**config.mk**
```make
export PLATFORM = sky130hd
export DESIGN_NAME = serial_line_editor_top
export DESIGN_NICKNAME = d
export VERILOG_FILES = /design/src/sle_pkg.sv /design/src/sle_ctrl.sv /design/src/sle_datapath.sv /design/src/serial_line_editor_top.sv
export SDC_FILE = /design/constraint.sdc
export NUM_CORES = 1
export LEC_CHECK = 0
export BUFFER_PORTS_ARGS = -buffer_cell sky130_fd_sc_hd__buf_2
export CAP_MARGIN = 20
export CORE_ASPECT_RATIO = 1.75
export CORE_MARGIN = 1
export CORE_UTILIZATION = 55
export CTS_BUF_LIST = sky130_fd_sc_hd__clkbuf_2
export CTS_CLUSTER_DIAMETER = 100
export CTS_CLUSTER_SIZE = 16
export DETAILED_ROUTE_END_ITERATION = 8
export GPL_TIMING_DRIVEN = 0
export PLACE_DENSITY = 0.71
export SLEW_MARGIN = 25
export SYNTH_ARGS = -nofsm -noshare
export SYNTH_HDL_FRONTEND = slang
export SYNTH_SLANG_ARGS = --single-unit
```
**constraint.sdc**
```tcl
create_clock -name clock -period 4.7 [get_ports clock]
set_input_delay 0.47 -clock clock [delete_from_list [all_inputs] [get_ports clock]]
set_output_delay 0.47 -clock clock [all_outputs]
set_load 0.02 [all_outputs]
```
**src/sle_pkg.sv**
```systemverilog
package sle_pkg;

   // Default buffer depth
   localparam int MAX_LINE_DEF = 64;

   localparam logic [6:0] LIMIT_RESET = 7'd64;

   // Terminal characters
   localparam logic [7:0] CH_XON   = 8'h11;
   localparam logic [7:0] CH_XOFF  = 8'h13;
   localparam logic [7:0] CH_DEL   = 8'h7F;
   localparam logic [7:0] CH_BS    = 8'h08;
   localparam logic [7:0] CH_CR    = 8'h0D;
   localparam logic [7:0] CH_LF    = 8'h0A;
   localparam logic [7:0] CH_SPACE = 8'h20;

   typedef enum logic [1:0] {
      KIND_ECHO = 2'd0,
      KIND_LINE = 2'd1,
      KIND_END  = 2'd2
   } kind_type;

   typedef enum logic [1:0] {
      ECHO_NONE  = 2'd0,
      ECHO_ONE   = 2'd1,
      ECHO_THREE = 2'd2
   } echo_cls_type;

   typedef enum logic [2:0] {
      SEL_BS    = 3'd0,
      SEL_SPACE = 3'd1,
      SEL_CHAR  = 3'd2,
      SEL_LINE  = 3'd3,
      SEL_END   = 3'd4
   } out_sel_type;

   typedef enum logic [2:0] {
      ST_IDLE   = 3'd0,
      ST_DECIDE = 3'd1,
      ST_ECHO   = 3'd2,
      ST_BS1    = 3'd3,
      ST_BS2    = 3'd4,
      ST_BS3    = 3'd5,
      ST_LINE   = 3'd6,
      ST_END    = 3'd7
   } state_type;

   typedef struct packed {
      logic        accept;
      logic        out_load;
      out_sel_type out_sel;
      logic        out_last;
      logic        rd_first;
      logic        rd_next;
      logic        clr_count;
   } cmd_type;

   typedef struct packed {
      logic         out_free;
      echo_cls_type echo_cls;
      logic         done;
      logic         line_nonempty;
      logic         line_last;
   } status_type;

endpackage

```
**src/sle_ctrl.sv**
```systemverilog
module sle_ctrl import sle_pkg::*; (
   input  logic       clock,
   input  logic       reset,
   input  logic       req_valid,
   output logic       req_stall,
   input  status_type sts,
   output cmd_type    cmd
);

   state_type state_ff, state_in;

   always_ff @(posedge clock) begin
      if (reset) begin
         state_ff <= ST_IDLE;
      end else begin
         state_ff <= state_in;
      end
   end

   always_comb begin
      state_in      = state_ff;
      cmd.accept    = 1'b0;
      cmd.out_load  = 1'b0;
      cmd.out_sel   = SEL_CHAR;
      cmd.out_last  = 1'b0;
      cmd.rd_first  = 1'b0;
      cmd.rd_next   = 1'b0;
      cmd.clr_count = 1'b0;
      req_stall     = (state_ff != ST_IDLE);

      case (state_ff)
         ST_IDLE: begin
            if (req_valid) begin
               cmd.accept = 1'b1;
               state_in   = ST_DECIDE;
            end
         end
         ST_DECIDE: begin
            case (sts.echo_cls)
               ECHO_ONE:   state_in = ST_ECHO;
               ECHO_THREE: state_in = ST_BS1;
               default: begin
                  if (!sts.done) begin
                     state_in = ST_IDLE;
                  end else if (sts.line_nonempty) begin
                     cmd.rd_first = 1'b1;
                     state_in     = ST_LINE;
                  end else begin
                     state_in = ST_END;
                  end
               end
            endcase
         end
         ST_ECHO, ST_BS3: begin
            if (sts.out_free) begin
               cmd.out_load = 1'b1;
               cmd.out_sel  = (state_ff == ST_ECHO) ? SEL_CHAR : SEL_BS;
               cmd.out_last = !sts.done;
               if (!sts.done) begin
                  state_in = ST_IDLE;
               end else if (sts.line_nonempty) begin
                  cmd.rd_first = 1'b1;
                  state_in     = ST_LINE;
               end else begin
                  state_in = ST_END;
               end
            end
         end
         ST_BS1: begin
            if (sts.out_free) begin
               cmd.out_load = 1'b1;
               cmd.out_sel  = SEL_BS;
               state_in     = ST_BS2;
            end
         end
         ST_BS2: begin
            if (sts.out_free) begin
               cmd.out_load = 1'b1;
               cmd.out_sel  = SEL_SPACE;
               state_in     = ST_BS3;
            end
         end
         ST_LINE: begin
            if (sts.out_free) begin
               cmd.out_load = 1'b1;
               cmd.out_sel  = SEL_LINE;
               if (sts.line_last) begin
                  state_in = ST_END;
               end else begin
                  cmd.rd_next = 1'b1;
               end
            end
         end
         ST_END: begin
            if (sts.out_free) begin
               cmd.out_load  = 1'b1;
               cmd.out_sel   = SEL_END;
               cmd.out_last  = 1'b1;
               cmd.clr_count = 1'b1;
               state_in      = ST_IDLE;
            end
         end
         default: begin
            state_in = ST_IDLE;
         end
      endcase
   end

endmodule

```
**src/sle_datapath.sv**
```systemverilog
module sle_datapath import sle_pkg::*; #(
   parameter int MAX_LINE = MAX_LINE_DEF
) (
   input  logic       clock,
   input  logic       reset,
   input  logic [7:0] req_in_byte,
   input  logic       csr_wr_en,
   input  logic [6:0] csr_wr_data,
   input  logic       rsp_stall,
   output logic       rsp_valid,
   output logic [1:0] rsp_kind,
   output logic [7:0] rsp_data,
   output logic       rsp_last_of_run,
   input  cmd_type    cmd,
   output status_type sts
);

   localparam int CNT_W  = $clog2(MAX_LINE + 1);
   localparam int ADDR_W = $clog2(MAX_LINE);
   localparam int CMP_W  = CNT_W + 8;

   logic [6:0]        limit_ff;
   logic [CNT_W-1:0]  count_ff, count_in, count_new;
   logic [7:0]        char_ff;
   logic              done_ff;
   echo_cls_type      echo_ff, echo_new;
   logic [ADDR_W-1:0] idx_ff, rd_addr;
   logic [7:0]        rd_data_ff;
   logic [7:0]        line_mem [MAX_LINE];

   logic [7:0]        char_map;
   logic              is_bs, is_ign, store_en, done_new;
   logic [CMP_W-1:0]  lim_ext, lim_eff;

   logic              rsp_valid_ff, rsp_valid_in;
   kind_type          rsp_kind_ff, rsp_kind_in;
   logic [7:0]        rsp_data_ff, rsp_data_in;
   logic              rsp_last_ff, rsp_last_in;

   // Input decode; CR is handled as LF
   always_comb begin
      char_map = (req_in_byte == CH_CR) ? CH_LF : req_in_byte;
      is_bs    = (char_map == CH_BS) || (char_map == CH_DEL);
      is_ign   = (char_map == CH_XON) || (char_map == CH_XOFF);
      store_en = !is_bs && !is_ign && (count_ff < CNT_W'(MAX_LINE));

      if (is_bs && (count_ff != '0)) begin
         count_new = count_ff - CNT_W'(1);
      end else if (store_en) begin
         count_new = count_ff + CNT_W'(1);
      end else begin
         count_new = count_ff;
      end

      if (is_bs) begin
         echo_new = (count_ff != '0) ? ECHO_THREE : ECHO_NONE;
      end else if (is_ign) begin
         echo_new = ECHO_NONE;
      end else begin
         echo_new = ECHO_ONE;
      end

      // Limit clamped to 2 .. MAX_LINE
      lim_ext = CMP_W'(limit_ff);
      if (lim_ext < CMP_W'(2)) begin
         lim_eff = CMP_W'(2);
      end else if (lim_ext > CMP_W'(MAX_LINE)) begin
         lim_eff = CMP_W'(MAX_LINE);
      end else begin
         lim_eff = lim_ext;
      end
      done_new = (CMP_W'(count_new) + CMP_W'(1) >= lim_eff) || (char_map == CH_LF);

      if (cmd.clr_count) begin
         count_in = '0;
      end else if (cmd.accept) begin
         count_in = count_new;
      end else begin
         count_in = count_ff;
      end
   end

   always_ff @(posedge clock) begin
      if (reset) begin
         limit_ff <= LIMIT_RESET;
         count_ff <= '0;
      end else begin
         if (csr_wr_en) begin
            limit_ff <= csr_wr_data;
         end
         count_ff <= count_in;
      end
   end

   always_ff @(posedge clock) begin
      if (cmd.accept) begin
         char_ff <= char_map;
         done_ff <= done_new;
         echo_ff <= echo_new;
      end
   end

   // Line store: one write on accept, one registered read
   assign rd_addr = cmd.rd_first ? '0 : (idx_ff + ADDR_W'(1));

   always_ff @(posedge clock) begin
      if (cmd.accept && store_en) begin
         line_mem[count_ff[ADDR_W-1:0]] <= char_map;
      end
      if (cmd.rd_first || cmd.rd_next) begin
         idx_ff     <= rd_addr;
         rd_data_ff <= line_mem[rd_addr];
      end
   end

   // Output register
   always_comb begin
      rsp_valid_in = rsp_valid_ff && rsp_stall;
      rsp_kind_in  = rsp_kind_ff;
      rsp_data_in  = rsp_data_ff;
      rsp_last_in  = rsp_last_ff;
      if (cmd.out_load) begin
         rsp_valid_in = 1'b1;
         rsp_last_in  = cmd.out_last;
         case (cmd.out_sel)
            SEL_BS: begin
               rsp_kind_in = KIND_ECHO;
               rsp_data_in = CH_BS;
            end
            SEL_SPACE: begin
               rsp_kind_in = KIND_ECHO;
               rsp_data_in = CH_SPACE;
            end
            SEL_CHAR: begin
               rsp_kind_in = KIND_ECHO;
               rsp_data_in = char_ff;
            end
            SEL_LINE: begin
               rsp_kind_in = KIND_LINE;
               rsp_data_in = rd_data_ff;
            end
            SEL_END: begin
               rsp_kind_in = KIND_END;
               rsp_data_in = 8'h00;
            end
            default: begin
               rsp_kind_in = KIND_END;
               rsp_data_in = 8'h00;
            end
         endcase
      end
   end

   always_ff @(posedge clock) begin
      if (reset) begin
         rsp_valid_ff <= 1'b0;
      end else begin
         rsp_valid_ff <= rsp_valid_in;
      end
   end

   always_ff @(posedge clock) begin
      rsp_kind_ff <= rsp_kind_in;
      rsp_data_ff <= rsp_data_in;
      rsp_last_ff <= rsp_last_in;
   end

   assign rsp_valid       = rsp_valid_ff;
   assign rsp_kind        = rsp_kind_ff;
   assign rsp_data        = rsp_data_ff;
   assign rsp_last_of_run = rsp_last_ff;

   assign sts.out_free      = !rsp_valid_ff || !rsp_stall;
   assign sts.echo_cls      = echo_ff;
   assign sts.done          = done_ff;
   assign sts.line_nonempty = (count_ff > CNT_W'(1));
   assign sts.line_last     = (CMP_W'(idx_ff) + CMP_W'(2) == CMP_W'(count_ff));

   a_load_when_free : assert property (@(posedge clock) disable iff (reset)
      cmd.out_load |-> sts.out_free)
      else $error("output register overwritten while stalled");

   a_read_in_line : assert property (@(posedge clock) disable iff (reset)
      cmd.rd_next |-> (CMP_W'(idx_ff) + CMP_W'(2) < CMP_W'(count_ff)))
      else $error("line read beyond stored bytes");

   a_first_read : assert property (@(posedge clock) disable iff (reset)
      cmd.rd_first |-> (count_ff > CNT_W'(1)))
      else $error("line walk started with no bytes to emit");

   a_count_cleared : assert property (@(posedge clock) disable iff (reset)
      cmd.clr_count |=> (count_ff == '0))
      else $error("count not cleared after line end");

endmodule

```
**src/serial_line_editor_top.sv**
```systemverilog
// Terminal line editor with backspace echo.
// req_ channel: one received byte per transfer (req_in_byte). req_stall is
//   low only while the editor is idle; it rises for the whole of one byte's
//   processing, so bytes are taken one at a time.
// rsp_ channel: echo bytes (kind 0), completed line bytes (kind 1) and one
//   line-end item (kind 2, data zero); rsp_last_of_run marks the final item
//   a byte causes. XON/XOFF can only end a line; empty-line rubouts do nothing.
// csr_: csr_wr_en writes csr_wr_data into the line limit (reset 64); write
//   only while idle. Limits below 2 act as 2, above MAX_LINE as MAX_LINE.
// A byte holds the input until its last result is loaded. Worst case is
//   64 results (echo, 62 line bytes, line end at a limit of 64). The line
//   store has a single read port and walks one byte a cycle while the
//   receiver does not stall.
// Reset (synchronous, active high): count cleared, limit back to 64,
//   output empty. The line store is not cleared.
// A stalled receiver holds the output register; the controller waits and
//   nothing is lost or reordered. req_stall drops in the cycle after the
//   previous byte's last result is loaded into the output register.
module serial_line_editor_top import sle_pkg::*; #(
   parameter int MAX_LINE = MAX_LINE_DEF
) (
   input  logic       clock,
   input  logic       reset,
   input  logic       req_valid,
   output logic       req_stall,
   input  logic [7:0] req_in_byte,
   input  logic       csr_wr_en,
   input  logic [6:0] csr_wr_data,
   output logic       rsp_valid,
   input  logic       rsp_stall,
   output logic [1:0] rsp_kind,
   output logic [7:0] rsp_data,
   output logic       rsp_last_of_run
);

   cmd_type    cmd;
   status_type sts;

   // Sequencer: decode, echo, line walk, line end
   sle_ctrl u_ctrl (
      .clock     (clock),
      .reset     (reset),
      .req_valid (req_valid),
      .req_stall (req_stall),
      .sts       (sts),
      .cmd       (cmd)
   );

   // Count, limit, line store and output register
   sle_datapath #(
      .MAX_LINE (MAX_LINE)
   ) u_datapath (
      .clock           (clock),
      .reset           (reset),
      .req_in_byte     (req_in_byte),
      .csr_wr_en       (csr_wr_en),
      .csr_wr_data     (csr_wr_data),
      .rsp_stall       (rsp_stall),
      .rsp_valid       (rsp_valid),
      .rsp_kind        (rsp_kind),
      .rsp_data        (rsp_data),
      .rsp_last_of_run (rsp_last_of_run),
      .cmd             (cmd),
      .sts             (sts)
   );

endmodule

```
==> impl_metrics.csv, run 1 <==
group,metric,value,unit
floorplan,die_x,159,um
worst_setup_path,cp_common_cell,"clkbuf_1",
worst_setup_path,r2r_cells,9,
layout,area_delta_synth_final,7.93,%
layout,final_cells,2258,
worst_setup_path,r2r_start,"u_datapath.idx_ff[1]",
clocking,numCtsBuffers,41,
pwr,seq_power_share,55.1,%
global_route,grt_overflow,0,
place,dpl_cell_area,24900,um2
place,io_buffers,31,
place,dp_cells,2175,
run_status,violations,"negative setup slack",
worst_setup_path,r2r_setup_slack,-0.003,ns
global_route,grt_pass1_vias,15498,
timing,period_minus_slack,4.70,ns
floorplan,start_util,55.6,%
pwr,p_sw_share,35.0,%
timing,hold_viol,0,
timing,max_slew.worst_pin.slew,1.25,ns
floorplan,die_area,43900,um2
timing,post-route-period-util,100,%
yosys,synth_seq_area_share,71.1,%
yosys,avgSynthCellArea,15.1,um2
clocking,clkSinkCount,566,
drt,wl_met3,8.58,mm
layout,fill_cells,3290,
worst_setup_path,timing_worst_setup_path_type,"reg2reg",
worst_setup_path,worst_setup_path_end_kind,"flop",
global_route,grt_usage,40.6,%
layout,drive_gt1_share,14.2,%
worst_setup_path,cp-start-kind,"flop",
timing,maxSlewViolCount,0,
timing,rsz0062_at_grt,"false",
yosys,synth_top_cell_by_area,"edfxtp_1",
yosys,synthCells,1568,
timing,max_clock_freq,213,MHz
worst_hold_path,hold_path_startpoint,"req_in_byte[4]",
yosys,netlist_top_cells_area,"edfxtp_1 (70%), mux2i_1 (4.1%), a21oi_1 (2.0%)",
drt,via_count,15745,
pwr,leakagePower,8.36,nW
pwr,p_per_area,411,nW/um2
run,maxCapViolCount,0,
pwr,total_power,10.5,mW
yosys,synth_fp_nets,1602,
global_route,antenna_found_initial,5,
worst_setup_path,crit_slowest_cell,"a22oi_1",
floorplan,die_y,276,um
place,gp_congestion,1.01,
worst_hold_path,hold_path.class,"in2reg",
clocking,clk_pin_slew,0.35,ns
worst_setup_path,slowest_delay,0.66,ns
drt,m1WireLength,28.6,mm
clocking,clockBufferDepth,3,
pwr,peakVddDrop,0.000276,V
worst_setup_path,rr_endpoint,"u_datapath.rd_data_ff[7]",
yosys,synth_ff_type,"edfxtp_1",
drt,drt_first_pass_iters,6,
floorplan,rows,100,
pwr,clkPwrFrac,17.4,%
layout,nets,1722,
yosys,synth.distinct_cells,93,
clocking,worstSkewPairLatency,1.10,ns
pwr,p_switching,3.67,mW
timing,finClkSkew,0.116,ns
worst_setup_path,crit_start,"u_datapath.idx_ff[1]",
worst_setup_path,cp_max_fo,10,
floorplan,pin_count,33,
drt,top_layer,"met5",
timing,worst_slack,-0.00286,ns
yosys,synth.top_cell.area_share,69.5,%
yosys,ys_seq_elements,566,
worst_setup_path,worstPathArrival,5.61,ns
clocking,cts_tree,"built",
drt,wl_per_cell,38.9,um
drt,viasPerCell,6.97,
drt,post-route-drc-count,0,
worst_setup_path,crit_chain,"ha_1 -> clkbuf_1 -> nand2_1 -> inv_2 -> clkbuf_1 -> a21oi_1 -> a22oi_1 -> o21ai_0 -> nor4_1",
global_route,grt_pass1_wl,120,mm
clocking,root_buffer,"clkbuf_2",
drt,wl_met2,41.3,mm
global_route,grt_max_degree,57,
worst_setup_path,worstPathRequired,5.61,ns
yosys,synthArstFlopShare,0,%
yosys,synth_edf_count,548,
place,place_hpwl,60.1,mm
clocking,cts.htree.levels,2,
floorplan,core_area,42500,um2
pwr,p_comb_share,27.6,%
layout,fin_area,25500,um2
timing,setup_violations,1,
yosys,ys_warn_count,0,
pwr,p_int,6.82,mW
yosys,synth_area,23700,um2
drt,detail-route-antenna-nets,0,
drt,first_iter_violations,2021,
worst_setup_path,crit_end,"u_datapath.rd_data_ff[7]",
timing,slew-limit-headroom,16.5,%
drt,wl,87.9,mm
run_status,status,"finished, violations left",
[layer usage]
layer | up-vias | global-route usage, %
met5 | - | 0
met4 | 2 | 35.1
met3 | 382 | 9.77
met2 | 1129 | 65.0
met1 | 7835 | 45.6
li1 | 6397 | -
[power groups by stage]
stage,clock network [mW],logic [mW],registers (mW)
finish,1.82,2.89,5.78
global route,1.95,2.95,5.79
CTS,1.82,2.75,5.77
detailed placement,0,2.71,5.88
global placement,0,2.65,5.90
floorplan,0,1.44,5.92
[sequential cells by signal, indices dropped and copies added, names as in the netlist]
| name | flops |
|---|---|
| u_datapath.rsp_data | 8 |
| u_datapath.count_ff | 7 |
| u_datapath.done_ff | 1 |
| u_datapath.line_mem | 512 |
| u_datapath.idx_ff | 6 |
| u_datapath.rsp_last_of_run | 1 |
| u_datapath.rsp_kind | 2 |
| u_datapath.rd_data_ff | 8 |
| u_datapath.rsp_valid | 1 |
| u_ctrl.state_ff | 3 |
| u_datapath.limit_ff | 7 |
| u_datapath.echo_ff | 2 |
| u_datapath.char_ff | 8 |
[worst min-delay path by stage]
stage                                       endpoint  cells after the start
final                          u_datapath.echo_ff[0]                      3
after global routing           u_datapath.echo_ff[0]                      3
after CTS                 u_datapath.line_mem[21][5]                      2
after detailed placement      u_datapath.limit_ff[0]                      2
after global placement        u_datapath.limit_ff[0]                      2
after floorplan               u_datapath.limit_ff[0]                      2
[what timing repair did]
action | CTS | global route
gates resized for setup | 1 | 4
setup buffers | 0 | 0
hold endpoints to repair | 67 | 0
hold buffers | 31 | 0
endpoints found under the setup margin | 4 | 2
[area by class of cell]
class                   count  area (um2)  area share (%)
diodes                      2        5.00          0.0196
plain buffers              90         497            1.94
flip-flops and latches    566       16800            65.8
inverters                  18        67.6           0.265
well taps                 561         702            2.75
clock buffers              48         240           0.941
multi-input cells         894        6370            24.9
clock inverters             2        41.3           0.162
repair buffers             77         800            3.13
[worst max-delay path, delay by kind of cell, from the launching register on]
kind | cells | cell delay, ns
adders and majority gates | 1 | 0.31
DFF | 1 | 0.55
buffers and inverters | 3 | 1.45
and+or+nand+nor | 2 | 0.98
AOI/OAI and AO/OA | 3 | 1.24
[cell usage after synthesis (all sizes together), types with 21 or more instances]
master,n
nand2,108
nor2,115
mux2i,97
a31oi,22
mux4,21
a221oi,24
edfxtp,548
nand3,41
o21ai,49
clkbuf,47
buf,42
a21oi,96
a211oi,28
[cell families after synthesis]
logic type | Yosys count | share of synthesized area, %
AO/OA/AOI/OAI | 361 | 10.6
XOR/XNOR | 25 | 0.957
adder cells (fa/ha/maj) | 14 | 0.740
buffers and inverters | 108 | 2.25
flip-flops | 566 | 71.1
multiplexers | 138 | 7.11
AND/OR/NAND/NOR | 356 | 7.29
[cells in the final DEF (no fill, tap or decap), types with 19 or more instances in the layout]
master and count:
a211oi_1 26, a221oi_1 24, mux4_2 21, nor3_1 19, o21ai_0 44, a31oi_1 22, mux2i_1 96, clkbuf_2 57
mux2_2 20, nand3_1 38, clkbuf_1 29, nor2_1 113, a21oi_1 95, dlygate4sd3_1 31, edfxtp_1 548, buf_2 67
nand2_1 106
[stage by stage]
step | hold slack, ns | setup TNS [ns] | util [%] | worst slack [ns]
after floorplan | 0.452 | 0 | - | 0.570
after global placement | 0.475 | -507.99 | 57.6 | -4.03
after detailed placement | 0.495 | -0.326 | 58.6 | -0.212
after CTS | 0.0175 | 0 | 60.0 | 0.134
after global routing | 0.0198 | 0 | 60.0 | 0.00472
final | 0.0170 | -0.00286 | 60.0 | -0.00286
No activity file was read; power rests on OpenSTA's default activity.
==> inputs of run 2 (changes only) <==
--- a/config.mk
+++ b/config.mk
@@ -14,8 +14,9 @@
 export CTS_CLUSTER_DIAMETER = 100
 export CTS_CLUSTER_SIZE = 16
 export DETAILED_ROUTE_END_ITERATION = 8
+export GPL_ROUTABILITY_DRIVEN = 1
 export GPL_TIMING_DRIVEN = 0
-export PLACE_DENSITY = 0.71
+export PLACE_DENSITY_LB_ADDON = 0.2
 export SLEW_MARGIN = 25
 export SYNTH_ARGS = -nofsm -noshare
 export SYNTH_HDL_FRONTEND = slang
==> impl_metrics.csv, run 2 (same netlist as run 1, synthesis figures left out) <==
group,metric,value,unit
drt,drt_first_pass_iters,6,
global_route,grt_pass1_vias,15575,
floorplan,pin_count,33,
timing,period_minus_slack,4.87,ns
layout,final_common_cell,"edfxtp_1",
layout,final_cell_mix,"edfxtp_1 (548), nor2_1 (114), nand2_1 (106)",
layout,fin_area,25500,um2
layout,area_delta_synth_final,7.94,%
global_route,grt_overflow,0,
global_route,grt_pass1_wl,119,mm
worst_setup_path,timing_worst_setup_path_type,"reg2reg",
place,gp_congestion,1.04,
place,place_hpwl,60.2,mm
timing,maxSlewViolCount,0,
worst_setup_path,r2r_cells,9,
floorplan,rows,100,
clocking,worstSkewPairLatency,1.09,ns
pwr,p_per_area,408,nW/um2
layout,nets,1724,
clocking,clk_pin_slew,0.35,ns
place,dpl_cell_area,24900,um2
clocking,cts_tree,"built",
run_status,status,"finished, violations left",
worst_setup_path,crit_start,"u_datapath.idx_ff[0]",
clocking,cts.htree.levels,2,
place,io_buffers,31,
floorplan,die_y,276,um
drt,first_iter_violations,2150,
global_route,antenna_found_initial,3,
timing,max_clock_freq,205,MHz
timing,hold_viol,0,
drt,wl_per_cell,38.6,um
worst_hold_path,hold_depth,4,
pwr,total_power,10.4,mW
worst_setup_path,worstPathRequired,5.56,ns
place,dp_cells,2174,
worst_setup_path,rr_endpoint,"u_datapath.rd_data_ff[7]",
pwr,leakagePower,8.36,nW
drt,wl,87.3,mm
worst_setup_path,cp-start-kind,"flop",
worst_hold_path,hold_path_startpoint,"rsp_stall",
drt,viasPerCell,7.00,
floorplan,core_area,42500,um2
timing,finalSetupTns,-0.230,ns
clocking,numCtsBuffers,41,
timing,slew-limit-headroom,20.5,%
timing,post-route-period-util,104,%
worst_setup_path,worst_setup_path_end_kind,"flop",
drt,via_count,15824,
timing,setup_violations,2,
floorplan,die_area,43900,um2
drt,detail-route-antenna-nets,0,
floorplan,start_util,55.6,%
timing,rsz0062_at_grt,"false",
clocking,clkSinkCount,566,
clocking,clockBufferDepth,3,
layout,largest_register_ffs,512,
timing,worst_slack,-0.170,ns
timing,max_slew.worst_pin.slew,1.19,ns
run_status,violations,"negative setup slack",
floorplan,die_x,159,um
global_route,grt_usage,40.3,%
timing,finClkSkew,0.124,ns
worst_setup_path,cp_max_fo,10,
worst_setup_path,worstPathArrival,5.73,ns
worst_setup_path,r2r_setup_slack,-0.17,ns
clocking,root_buffer,"clkbuf_2",
worst_hold_path,min_to,"u_ctrl.state_ff[1]",
layout,drive_gt1_share,14.3,%
layout,final_cells,2260,
global_route,grt_max_degree,62,
run,maxCapViolCount,0,
drt,post-route-drc-count,0,
pwr,peakVddDrop,0.000278,V
worst_setup_path,r2r_start,"u_datapath.idx_ff[0]",
timing,holdWs,0.339,ns
worst_hold_path,hold_path.class,"in2reg",
run 2: cell count changes in the layout (fill, tap and decap cells not counted), moves of 2 or more:
cell | before | now
o311ai_1 | 0 | 2
nor3_1 | 19 | 16
inv_2 | 4 | 6
dlygate4sd3_1 | 31 | 34
nor3_2 | 1 | 4
o311ai_0 | 6 | 4
run 2: layout make-up:
cell class,instances,area [um2]
clock buffer,47,235
inverter,18,67.6
fill,3332,17000
clock inverter,4,26.3
sequential,566,16800
buffer,90,495
multi-input combinational,894,6380
antenna,1,2.50
timing repair buffer,79,813
tap,561,702
run 2: power by group:
part | leakage (nW) | total [mW] | internal (mW) | switching (mW)
Clock | 0.210 | 1.78 | 0.269 | 1.51
Sequential | 5.08 | 5.78 | 5.72 | 0.0555
Combinational | 3.07 | 2.87 | 0.773 | 2.10
Total | 8.36 | 10.4 | 6.76 | 3.67
run 2: critical path: stages, from the launching register on:
cell and delay, ns:
edfxtp_1 0.44, buf_2 0.24, buf_1 0.91, buf_2 0.68, mux2i_1 0.24, a21oi_1 0.52
a22oi_1 0.20, a22oi_1 0.59, o21ai_0 0.46, nor4_1 0.37
run 2: repair_timing:
action,4_1_cts,5_1_grt
endpoints found under the setup margin,3,2
hold buffers,34,0
gates resized for setup,1,4
setup buffers,0,0
hold endpoints to repair,83,0
run 2: stage by stage:
step                      setup WS (ns)  util, %
after floorplan                   0.570        -
after global placement            -4.10     57.6
after detailed placement         -0.110     58.6
after CTS                         0.166     60.0
after global routing             0.0103     60.0
final                            -0.170     60.0
run 2: worst max path at each step:
| stage | endpoint | slack (ns) | cells past startpoint |
|---|---|---|---|
| floorplan | u_datapath.char_ff[0] | 0.57 | 3 |
| global placement | u_datapath.line_mem[30][0] | -4.10 | 4 |
| detailed placement | u_datapath.rd_data_ff[2] | -0.11 | 9 |
| CTS | u_datapath.rd_data_ff[2] | 0.17 | 9 |
| global route | u_datapath.rd_data_ff[7] | 0.01 | 9 |
| finish | u_datapath.rd_data_ff[7] | -0.17 | 9 |
run 2: routing by layer:
metal | up-vias | wire, um | part of all wire [%] | track usage [%]
met1 | 7972 | 29000 | 33 | 46.9
li1 | 6410 | - | - | -
met4 | 4 | 8400 | 9.6 | 32.0
met2 | 1097 | 42000 | 48 | 66.2
met5 | - | 27 | 0.031 | 0
met3 | 341 | 7910 | 9.1 | 6.63
==> inputs of run 3 (changes only) <==
--- a/config.mk
+++ b/config.mk
@@ -7,7 +7,7 @@
 export LEC_CHECK = 0
 export BUFFER_PORTS_ARGS = -buffer_cell sky130_fd_sc_hd__buf_2
 export CAP_MARGIN = 20
-export CORE_ASPECT_RATIO = 1.75
+export CORE_ASPECT_RATIO = 2
 export CORE_MARGIN = 1
 export CORE_UTILIZATION = 55
 export CTS_BUF_LIST = sky130_fd_sc_hd__clkbuf_2
@@ -21,3 +21,4 @@
 export SYNTH_ARGS = -nofsm -noshare
 export SYNTH_HDL_FRONTEND = slang
 export SYNTH_SLANG_ARGS = --single-unit
+export TNS_END_PERCENT = 100
==> impl_metrics.csv, run 3 (same netlist as run 1, synthesis figures left out) <==
group,metric,value,unit
floorplan,core_area,42600,um2
worst_setup_path,crit_slowest_cell,"o21ai_1",
worst_setup_path,cp-start-kind,"flop",
clocking,root_buffer,"clkbuf_2",
pwr,p_per_area,413,nW/um2
pwr,p_comb_share,27.3,%
layout,final_common_cell,"edfxtp_1",
worst_setup_path,crit_start,"u_datapath.idx_ff[0]",
place,gp_congestion,1.06,
pwr,leakagePower,8.40,nW
worst_setup_path,crit_chain,"buf_2 -> clkinv_1 -> buf_2 -> clkbuf_1 -> a31oi_1 -> o22a_1 -> nor2_1 -> o21ai_1 -> o311ai_0 -> nor4_1",
layout,drive_gt1_share,14.8,%
clocking,numCtsBuffers,41,
worst_setup_path,slowest_delay,0.61,ns
pwr,peakVddDrop,0.000238,V
floorplan,pin_count,33,
timing,period_minus_slack,4.77,ns
floorplan,rows,107,
pwr,p_int,6.86,mW
pwr,clkPwrFrac,18.1,%
timing,slew-limit-headroom,18.2,%
layout,area_delta_synth_final,8.19,%
drt,wl,87.1,mm
floorplan,die_y,295,um
timing,finClkSkew,0.190,ns
drt,wl_per_cell,38.6,um
global_route,grt_usage,40.9,%
drt,first_iter_violations,2113,
place,dpl_cell_area,24900,um2
worst_setup_path,timing_worst_setup_path_type,"reg2reg",
clocking,clkSinkCount,566,
timing,rsz0062_at_grt,"false",
timing,post-route-period-util,101,%
floorplan,die_area,43900,um2
timing,setup_violations,1,
worst_setup_path,cp_max_fo,10,
drt,detail-route-antenna-nets,0,
layout,final_cells,2255,
global_route,grt_pass1_vias,15611,
worst_setup_path,worstPathRequired,5.58,ns
drt,viasPerCell,7.02,
place,place_hpwl,60.3,mm
layout,final_cell_mix,"edfxtp_1 (548), nor2_1 (113), nand2_1 (107)",
drt,via_count,15819,
floorplan,die_x,149,um
layout,fill_cells,3313,
timing,max_slew.worst_pin.slew,1.22,ns
run_status,violations,"negative setup slack",
place,pre_cts_slack,-0.0182,ns
clocking,cts_tree,"built",
worst_setup_path,cp_common_cell,"buf_2",
global_route,antenna_found_initial,7,
worst_setup_path,worstPathArrival,5.65,ns
worst_setup_path,worst_setup_path_end_kind,"flop",
clocking,worstSkewPairLatency,1.10,ns
layout,fin_area,25600,um2
worst_hold_path,hold_path_startpoint,"req_in_byte[6]",
run,maxCapViolCount,0,
run_status,status,"finished, violations left",
pwr,p_sw_share,35.2,%
global_route,grt_max_degree,57,
pwr,seq_power_share,54.7,%
worst_hold_path,hold_path.class,"in2reg",
timing,worst_slack,-0.0677,ns
timing,max_clock_freq,210,MHz
pwr,p_switching,3.72,mW
clocking,cts.htree.levels,2,
layout,nets,1724,
timing,maxSlewViolCount,0,
floorplan,start_util,55.6,%
global_route,grt_overflow,0,
place,dp_cells,2157,
worst_setup_path,r2r_start,"u_datapath.idx_ff[0]",
global_route,grt_pass1_wl,119,mm
drt,drt_first_pass_iters,6,
layout,largest_register_ffs,512,
drt,post-route-drc-count,0,
place,io_buffers,31,
clocking,clockBufferDepth,3,
clocking,clk_pin_slew,0.38,ns
timing,hold_viol,0,
## run 3: cell count changes in the layout (fill, tap and decap cells not counted), moves of 2 or more
cell | before | now
clkbuf_2 | 56 | 69
clkbuf_1 | 29 | 26
diode_2 | 1 | 4
inv_2 | 6 | 4
nor3_1 | 16 | 18
nor3_2 | 4 | 2
## run 3: final timing paths
check,endpoint,slack (ns),depth (start not counted)
worst max register to register,u_datapath.rd_data_ff[1],-0.07,10
worst min register to register,u_datapath.rsp_data[7],0.60,1
worst min-delay path,u_datapath.line_mem[52][6],0.02,2
worst max-delay path,u_datapath.rd_data_ff[1],-0.07,10
## run 3: power groups by stage
stage,Clock [mW],Combinational (mW),Sequential [mW]
final,1.91,2.89,5.79
after global routing,2.03,2.92,5.80
after CTS,1.89,2.75,5.78
after detailed placement,0,2.72,5.89
after global placement,0,2.64,5.90
after floorplan,0,1.44,5.92
## run 3: critical path: cells and delay by family (launching register included)
| family | cells | cell delay, ns |
|---|---|---|
| flip-flops | 1 | 0.44 |
| AO/OA/AOI/OAI | 4 | 1.55 |
| AND/OR/NAND/NOR | 2 | 0.57 |
| buffers and inverters | 4 | 2.00 |
## run 3: final cells by class
cell class              instances  area (um2)  area share (%)
repair buffers                 79         808            3.16
plain buffers                  90         498            1.95
inverters                      18        67.6           0.264
diodes                          4        10.0          0.0391
well taps                     545         682            2.66
multi-input cells             894        6390            25.0
clock buffers                  57         285            1.11
flip-flops and latches        566       16800            65.7
clock inverters                 2        41.3           0.161
## run 3: metrics by stage
step | setup TNS [ns] | total power, mW | hold slack, ns | utilization [%]
4_1_cts | 0 | 10.4 | 0.0181 | 60.1
5_1_grt | 0 | 10.8 | 0.0452 | 60.1
3_3_place_gp | -482.62 | 8.55 | 0.471 | 57.5
3_5_place_dp | -0.0182 | 8.61 | 0.523 | 58.5
6_report | -0.0677 | 10.6 | 0.0171 | 60.1
2_1_floorplan | 0 | 7.36 | 0.452 | -
## run 3: repair_timing
item,in CTS,in global routing
hold buffers,35,0
buffers inserted,0,0
setup endpoints to repair,2,2
gates resized for setup,1,8
hold endpoints to repair,97,0
## run 3: layer usage
metal  share of wire, %  track usage, %  vias up
met4                 11            35.5        6
li1                   -               -     6417
met3                9.1            7.98      382
met5              0.042               0        -
met1                 32            45.3     7942
met2                 48            67.0     1072
